<file path="src/smv_pkg.sv">
// Package for the softmax vector unit: constants, types and controller commands.
package smv_pkg;

    localparam int MaxLenDefault = 64;
    localparam int ScoreW        = 16;
    localparam int ExpW          = 17;
    localparam int SumW          = 23;
    localparam int ProbW         = 16;
    localparam int TaylorTerms   = 10;
    localparam logic [29:0] Ln2Q30 = 30'd744261118;
    localparam logic [30:0] OneQ30 = 31'd1073741824;

    // Controller states
    typedef enum logic [3:0] {
        ST_LOAD,
        ST_EXP_RD,
        ST_EXP_RED,
        ST_EXP_TAY,
        ST_EXP_FIN,
        ST_DIV_RD,
        ST_DIV_RUN,
        ST_DIV_POST,
        ST_OUT
    } t_state;

    // Commands from controller to datapath
    typedef struct packed {
        logic load;        // store an incoming score
        logic exp_rd;      // read score for exp pass, latch max minus score
        logic red_step;    // one step of range reduction
        logic tay_step;    // one Taylor half step (multiply or divide)
        logic exp_fin;     // finish exponential, write exp_store, accumulate
        logic div_rd;      // read exp value, start divide
        logic div_step;    // load numerator, else one quotient bit
        logic div_post;    // saturate and mode-apply
        logic clr;         // clear vector state
    } t_cmd;

    // Status from datapath to controller
    typedef struct packed {
        logic red_done;
        logic tay_done;
        logic div_done;
    } t_stat;

endpackage

</file>
<file path="src/smv_ctrl.sv">
// Controller of the softmax vector unit: load, exp pass, divide pass, output.
module smv_ctrl #(
    parameter int MAX_LEN = smv_pkg::MaxLenDefault,
    parameter int IW      = $clog2(MAX_LEN)
) (
    input  logic               i_clk,
    input  logic               i_rst_n,
    input  logic               i_in_fire,
    input  logic               i_last,
    input  logic               i_out_ready,
    input  smv_pkg::t_stat     i_stat,
    output smv_pkg::t_cmd      o_cmd,
    output logic [IW-1:0]      o_idx,
    output logic               o_in_ready,
    output logic               o_out_valid,
    output logic               o_eov,
    output logic               o_ovf
);

    localparam int CW = IW + 1;

    smv_pkg::t_state r_state, n_state;
    logic [CW-1:0] r_cnt, n_cnt;
    logic [IW-1:0] r_idx, n_idx;
    logic          r_ovf, n_ovf;
    logic          w_room;

    assign w_room = (r_cnt < CW'(MAX_LEN));

    always_ff @(posedge i_clk) begin
        if (!i_rst_n) begin
            r_state <= smv_pkg::ST_LOAD;
            r_cnt   <= '0;
            r_idx   <= '0;
            r_ovf   <= 1'b0;
        end else begin
            r_state <= n_state;
            r_cnt   <= n_cnt;
            r_idx   <= n_idx;
            r_ovf   <= n_ovf;
        end
    end

    // Next state and commands
    always_comb begin
        n_state     = r_state;
        n_cnt       = r_cnt;
        n_idx       = r_idx;
        n_ovf       = r_ovf;
        o_cmd       = '0;
        o_in_ready  = 1'b0;
        o_out_valid = 1'b0;
        o_idx       = r_idx;
        case (r_state)
            smv_pkg::ST_LOAD: begin
                o_in_ready = 1'b1;
                o_idx      = r_cnt[IW-1:0];
                if (i_in_fire) begin
                    if (w_room) begin
                        o_cmd.load = 1'b1;
                        n_cnt      = r_cnt + CW'(1);
                    end else begin
                        n_ovf = 1'b1;
                    end
                    if (i_last) begin
                        n_idx   = '0;
                        n_state = smv_pkg::ST_EXP_RD;
                    end
                end
            end
            smv_pkg::ST_EXP_RD: begin
                n_state = smv_pkg::ST_EXP_RED;
            end
            smv_pkg::ST_EXP_RED: begin
                if (r_idx == '0 && r_cnt == '0) begin
                    n_state = smv_pkg::ST_LOAD;
                end else begin
                    o_cmd.exp_rd = 1'b1;
                    n_state      = smv_pkg::ST_EXP_TAY;
                end
            end
            smv_pkg::ST_EXP_TAY: begin
                if (!i_stat.red_done) begin
                    o_cmd.red_step = 1'b1;
                end else if (!i_stat.tay_done) begin
                    o_cmd.tay_step = 1'b1;
                end else begin
                    n_state = smv_pkg::ST_EXP_FIN;
                end
            end
            smv_pkg::ST_EXP_FIN: begin
                o_cmd.exp_fin = 1'b1;
                if (CW'(r_idx) + CW'(1) == r_cnt) begin
                    n_idx   = '0;
                    n_state = smv_pkg::ST_DIV_RD;
                end else begin
                    n_idx   = r_idx + IW'(1);
                    n_state = smv_pkg::ST_EXP_RD;
                end
            end
            smv_pkg::ST_DIV_RD: begin
                o_cmd.div_rd = 1'b1;
                n_state      = smv_pkg::ST_DIV_RUN;
            end
            smv_pkg::ST_DIV_RUN: begin
                if (i_stat.div_done) begin
                    n_state = smv_pkg::ST_DIV_POST;
                end else begin
                    o_cmd.div_step = 1'b1;
                end
            end
            smv_pkg::ST_DIV_POST: begin
                o_cmd.div_post = 1'b1;
                n_state        = smv_pkg::ST_OUT;
            end
            smv_pkg::ST_OUT: begin
                o_out_valid = 1'b1;
                if (i_out_ready) begin
                    if (CW'(r_idx) + CW'(1) == r_cnt) begin
                        o_cmd.clr = 1'b1;
                        n_idx     = '0;
                        n_cnt     = '0;
                        n_ovf     = 1'b0;
                        n_state   = smv_pkg::ST_LOAD;
                    end else begin
                        n_idx   = r_idx + IW'(1);
                        n_state = smv_pkg::ST_DIV_RD;
                    end
                end
            end
            default: n_state = smv_pkg::ST_LOAD;
        endcase
    end

    assign o_eov = (CW'(r_idx) + CW'(1) == r_cnt);
    assign o_ovf = r_ovf;

endmodule

</file>
<file path="config.mk">
export PLATFORM = sky130hd
export DESIGN_NAME = smv_ctrl
export DESIGN_NICKNAME = d
export VERILOG_FILES = /design/src/smv_pkg.sv /design/src/smv_ctrl.sv
export SDC_FILE = /design/constraint.sdc
export NUM_CORES = 1
export LEC_CHECK = 0
export BUFFER_PORTS_ARGS = -buffer_cell sky130_fd_sc_hd__buf_2
export CELL_PAD_IN_SITES_DETAIL_PLACEMENT = 1
export CELL_PAD_IN_SITES_GLOBAL_PLACEMENT = 2
export CORE_MARGIN = 1.5
export CORE_UTILIZATION = 25
export DETAILED_ROUTE_END_ITERATION = 8
export GPL_ROUTABILITY_DRIVEN = 0
export PLACE_DENSITY_LB_ADDON = 0.08
export SLEW_MARGIN = 10
export SYNTH_ARGS = -nofsm -noshare
export SYNTH_HDL_FRONTEND = slang
export SYNTH_SLANG_ARGS = --single-unit
</file>
<file path="constraint.sdc">
create_clock -name i_clk -period 2.8 [get_ports i_clk]
set_clock_uncertainty 0.05 [all_clocks]
set_input_delay 0.56 -clock i_clk [delete_from_list [all_inputs] [get_ports i_clk]]
set_output_delay 0.56 -clock i_clk [all_outputs]
set_load 0.005 [all_outputs]
</file>
==> metrics.txt, run 1 <==
H-tree levels 1; Root Driver clkbuf_8; wire length of the first global-routing pass approximately 8.0 mm; row cnt 27; most common cell in the netlist nand2_1; post-synthesis register bit count 18; crit path buf inv count 3; crit path kind register to primary output; Worst Path Required 2.19 ns; Power per Cell Area roughly 340 nW/um^2; Max FO, Critical Path 4; Synth Area in XOR/XNOR 6.22%; Final Cycle Share 100%; post-route ant nets 0; top cell type by total area after synthesis dfxtp_1; post-synthesis mux area share 2.31%; worst skew pair latency 0.26 ns; crit-path cells ha_4 > or3b_1 > a211o_1 > a311oi_4 > nand2_4 > buf_6 > inv_2 > buf_2; cell family with most CP delay compound AO/OA/AOI/OAI gates; Inserted Diodes 0; top cell type's share of synthesized area between 20% and 30%; Synth Instances 197; overall track demand over capacity in global routing 16.7%; vias post-DR 1,551; Max Cap Viol 0; total core area 5470 sq um; Final WS setup -0.00387 ns; Synth async-reset ratio 0%; Post-Layout Cell Count 306; Reg area between 300 and 400 sq um; area delta synth->final 33.0%; status complete, but fails checks; slew at the pin with the worst max-slew slack 0.801 ns; clock sink total 18; clock power share 37.0%; Psw between 0.15 and 0.2 mW; register share of total power 42.6%; largest family of logic cells by synthesized area simple AND/OR/NAND/NOR gates; Peak VDD IR around 0.19 mV; layout cells sized above 1 30.3%; fill count just over 700; Pleak 0.766 nW; 1st-iter DRT viols 98; DR WL/cell roughly 16 um; worst reg2reg endpoint r_cnt[3]$_SDFFE_PN0P_; Area contributors post-synth dfxtp_1 26%, nand2_1 6.1%, nand3_1 6.0%; failing checks negative setup slack; io pins 27; CTS Buf Count 3; Post-DP HPWL 3.70 mm; multi-input combinational cell area approximately 1000 sq um; CP peak stage delay around 0.38 ns; Distinct cells, synth 43; die width 78.0 um; IO Port Bufs 26; Design Power 0.627 mW; crit end category primary output; YS warnings 0; final net count 247; switch share 29.9%; final slew viol count 0; Post-Place Cells 296; Most used DFF post-synth dfxtp_1; CTS tree yes; fmax between 300 and 400 MHz; synth cell count leaders 23 x nand2_1, 18 x dfxtp_1, 17 x nand3_1, 16 x nor2_1, 13 x o21ai_0; adder-cell share of the synthesized area under 10%; Post-Synth Simple-Gate Area 33.6%; die boundary height between 70 and 80 um; Netlist Area Pre-Place 1410 sq um; Max Root-Sink Buffers 2; GR Overflow Total 0; CP arrival about 2.2 ns; worst hold path class register to register; Seq/Total Area, Yosys 25.6%; Min-Delay Startpoint o_ovf$_SDFFE_PN0P_; hold worst-path end o_ovf$_SDFFE_PN0P_; Syn Nets 209; Setup crit start kind register; largest net degree at the start of global routing 18; CP max stage cell a311oi_4; Tmin final roughly 2.8 ns; combinational power share 20.3%; cts hold-fix bufs 0; FF-to-FF path depth 9; initial core utilization 25.7%; Synth Area in Compound Gates between 20% and 30%; Clk pin slew, worst setup/hold paths 0.08 ns; final count of negative-setup-slack endpoints 1; Fin. Hold Viols 0; FF-to-FF Start r_idx[0]$_SDFFE_PN0P_; Syn Area/Cell 7.15 sq um; RSZ-0062 raised after global routing true; worst rel slew slack 46.6%; initial antenna violation count 0; Pre-Repair DR Iteration Count 4; Via density 5.07; die area 6090 sq um; vias in the first global route approximately 1,600; internal power 0.439 mW; hold path cells 2; EDFF count, synth 0; remaining routing DRC violations 0; Reg2Reg Setup Slack 0.18 ns; final WL around 4.9 mm
[repair_timing]
action	4_1_cts	5_1_grt
gates resized for setup	12	7
setup endpoints to repair	2	2
buffers inserted	6	0
pin swaps	7	5
endpoints found under the hold margin	0	0
[worst reg2reg max path: stages, from the launching register on]
cell,delay [ns]
dfxtp_4,0.37
ha_4,0.14
or3b_1,0.37
a211o_1,0.30
a311oi_4,0.38
nand2_4,0.11
buf_6,0.13
buf_4,0.15
o311a_4,0.38
o2bb2ai_1,0.12
[per-layer routing]
layer | part of all wire (%) | vias up | global-route usage (%)
li1 | - | 771 | -
met1 | 50 | 749 | 23.8
met2 | 46 | 26 | 26.9
met3 | 3.2 | 5 | 2.44
met4 | 0.74 | 0 | 3.21
met5 | 0 | - | 0
[cells in the final DEF, fill, tap and decap left out, types with 2 or more instances in the layout]
cell type	synthesis	layout
buf_2	4	26
nand2_1	23	23
buf_4	1	20
nand3_1	17	17
nor2_1	16	16
dfxtp_1	18	15
o21ai_0	13	13
inv_1	12	11
a21oi_1	9	9
nor3_1	9	8
xnor2_1	5	5
xor2_1	5	5
nand2b_1	5	5
a31oi_1	4	4
o2bb2ai_1	4	4
clkbuf_8	0	4
nand4_1	3	3
nor4b_1	3	3
ha_1	4	3
or3_1	3	2
or2_2	2	2
nor3b_1	2	2
mux2_2	2	2
nor2b_1	3	2
o22ai_1	2	2
buf_6	0	2
dfxtp_4	0	2
[state kept, by name (all words and copies together) (netlist names)]
signal and flops:
o_ovf 1, r_cnt 7, r_idx 6, r_state 4
[cell type report]
cell class              instances  share of cell area [%]
multi-input cells             152                    53.9
flip-flops and latches         18                    19.7
repair buffers                 48                    16.2
well taps                      72                    4.81
clock buffers                   4                    2.94
inverters                      12                    2.41
[cell families after synthesis]
kind of cell	count (synthesis)
AND/OR/NAND/NOR	93
buffers and inverters	27
adder cells (fa/ha/maj)	4
XOR/XNOR	10
flip-flops	18
AO/OA/AOI/OAI	42
multiplexers	3
[metrics by stage]
step	cell area, sq um	TNS [ns]	setup WS [ns]	hold WS, ns	util, %
CTS	1830	-0.00943	-0.00586	0.424	33.4
finish	1870	-0.00387	-0.00387	0.417	34.2
detailed placement	1690	0	0.0844	0.412	30.8
floorplan	1410	0	0.245	0.407	-
global route	1870	-0.138	-0.0735	0.452	34.2
global placement	1690	0	0.154	0.402	30.8
[worst max path at each step]
stage                           from       end  depth (start not counted)
2_1_floorplan  r_idx[0]$_SDFFE_PN0P_  o_cmd[0]                          6
3_3_place_gp   r_idx[1]$_SDFFE_PN0P_     o_eov                          8
3_5_place_dp   r_idx[1]$_SDFFE_PN0P_  o_cmd[0]                          7
4_1_cts        r_idx[1]$_SDFFE_PN0P_     o_eov                          8
5_1_grt        r_idx[0]$_SDFFE_PN0P_     o_eov                          8
6_report       r_idx[0]$_SDFFE_PN0P_     o_eov                          8
[power groups by stage]
stage,Sequential [mW],Clock (mW),Combinational (mW)
after global placement,0.275,0,0.117
after CTS,0.269,0.240,0.125
after global routing,0.269,0.250,0.142
final,0.267,0.232,0.127
after detailed placement,0.276,0,0.117
after floorplan,0.272,0,0.0686
Note: power is estimated with default switching activity, not from simulation.
==> inputs of run 2 (changes only) <==
- ABC_AREA: default -> 1
- RECOVER_POWER: default -> 100
==> metrics.txt, run 2 <==
fmax 386 MHz; Clk pin slew, worst setup/hold paths 0.08 ns; crit path buf inv count 2; die width 79.6 um; Most flops, register r_cnt; RSZ-0062 raised after global routing false; Fin. Hold Viols 0; Root Driver clkbuf_8; path length in cells of the critical path 10; critical path's most frequent cell nand2_1; IO Port Bufs 26; max reg flops 7; 1st-iter DRT viols 53; worst rel slew slack 53.7%; Setup crit start kind register; most frequent cells in the layout 60 x nand2_1, 37 x inv_1, 28 x nor2_1; Seq/Total Area, Yosys between 20% and 30%; worst hold path class register to register; row cnt 27; DR WL/cell 14.3 um; Power per Cell Area 504 nW/um^2; crit-path cells inv_2 > ha_1 > xnor2_1 > nand2_1 > nor2_1 > nand2_1 > nor2_4 > nand2_4 > nor3_2 > clkbuf_1; Synth async-reset ratio 0%; crit end category primary output; cell family with most CP delay simple AND/OR/NAND/NOR gates; Sum Neg Setup Slack 0 ns; most common cell after layout, fill and taps aside nand2_1; io pins 27; vias post-DR 1,576; Peak VDD IR 0.200 mV; EDFF count, synth 0; Most used DFF post-synth dfxtp_1; CP peak stage delay between 0.3 and 0.4 ns; worst skew pair latency 0.26 ns; top cell type by total area after synthesis dfxtp_1; Area contributors post-synth dfxtp_1 25%, nand2_1 15%, inv_1 9.5%; CP arrival 1.98 ns; YS warnings 0; post-route ant nets 0; most common cell in the netlist nand2_1; Max Cap Viol 0; remaining routing DRC violations 0; initial antenna violation count 0; die boundary height 79.6 um; Netlist Area Pre-Place around 1500 sq um; CP max stage cell dfxtp_1; die area 6330 sq um; Final Cycle Share between 90 and 100%; FF-to-FF path depth 14; total core area 5570 sq um; final count of negative-setup-slack endpoints 0; CTS tree yes; Post-DP HPWL 3.86 mm; clock sink total 18; status finished clean; Max FO, Critical Path 8; Worst Path Required 2.19 ns; top cell type's share of synthesized area 24.6%; Tmin final about 2.6 ns; GR Overflow Total 0; area delta synth->final 14.4%; Via density 4.66; Util after Layout between 30% and 40%; wire length of the first global-routing pass 7.89 mm; Distinct cells, synth 29; cts hold-fix bufs 0; vias in the first global route between 1,500 and 2,000; overall track demand over capacity in global routing 16.3%; final net count 280; Pre-Repair DR Iteration Count 4; largest net degree at the start of global routing 15; worst hold slack 0.420 ns; hold path cells 2; slew at the pin with the worst max-slew slack roughly 0.69 ns; Max Root-Sink Buffers 2; final slew viol count 0; synth cell count leaders 58 x nand2_1, 37 x inv_1, 24 x nor2_1, 18 x dfxtp_1, 18 x nand3_1; CTS Buf Count 3; largest registers r_cnt (7), r_idx (6), r_state (4); Syn Area/Cell 6.16 sq um; post-synthesis register bit count 18; final WL 4.84 mm; Synth Instances 238; Syn Nets 250; Inserted Diodes 0; H-tree levels 1; initial core utilization between 20% and 30%; layout cells sized above 1 approximately 14%; Pleak about 0.76 nW; crit path kind register to primary output
## run 2: cell type report
class,count,area [sq um]
tap,72,90.1
clock buffer,3,41.3
fill,747,3900
inverter,39,146
multi-input combinational,178,910
timing repair buffer,28,129
sequential,18,360
## run 2: worst paths after layout
path                               from                     to  slack (ns)
setup / recovery  r_idx[0]$_SDFFE_PN0P_               o_cmd[0]        0.21
hold / removal       o_ovf$_SDFFE_PN0P_     o_ovf$_SDFFE_PN0P_        0.42
setup reg to reg  r_idx[0]$_SDFFE_PN0P_  r_cnt[5]$_SDFFE_PN0P_        0.44
hold reg to reg      o_ovf$_SDFFE_PN0P_     o_ovf$_SDFFE_PN0P_        0.42
## run 2: through the flow
stage	total power [mW]	std cells	setup WS, ns	area [sq um]
after floorplan	0.566	238	0.679	1470
after global placement	0.674	335	0.415	1690
after detailed placement	0.675	335	0.338	1690
after CTS	0.878	338	0.0356	1730
after global routing	0.922	338	0.0451	1680
final	0.845	338	0.212	1680
## run 2: where the power goes
part           total [mW]  internal [mW]  switching, mW
logic               0.323          0.115          0.207
clock network       0.200         0.0960          0.104
registers           0.322          0.284         0.0387
## run 2: worst register-to-register path, stage by stage (launching register included)
cell	delay, ns
dfxtp_1	0.39
inv_2	0.11
ha_1	0.33
xnor2_1	0.14
nand2_1	0.06
nor2_1	0.10
nand2_1	0.09
nor2_4	0.12
nand2_4	0.10
nand2_1	0.21
nand3_1	0.24
inv_1	0.16
nand2_1	0.07
nand2_1	0.06
inv_1	0.03
## run 2: what timing repair did
action / CTS / global route
buffers inserted: 0 / 0
setup endpoints to repair: 0 / 1
resized for setup: 0 / 2
## run 2: kinds of logic (layout without fill, tap and decap cells)
family                     Yosys count  in the layout  share of synthesized area (%)
AOI/OAI and AO/OA                   36             36                           13.8
xor gates and xnor gates             2              2                           1.20
adders and majority gates            4              4                           3.42
buffers and inverters               42             70                           10.8
DFF                                 18             18                           24.6
and+or+nand+nor                    136            136                           46.2
## run 2: per-layer routing
metal	global-route usage [%]	vias up	part of all wire, %
met5	0	-	0
met4	3.68	0	0.50
met3	1.83	2	2.9
met2	24.2	22	42
met1	24.8	739	55
li1	-	813	-
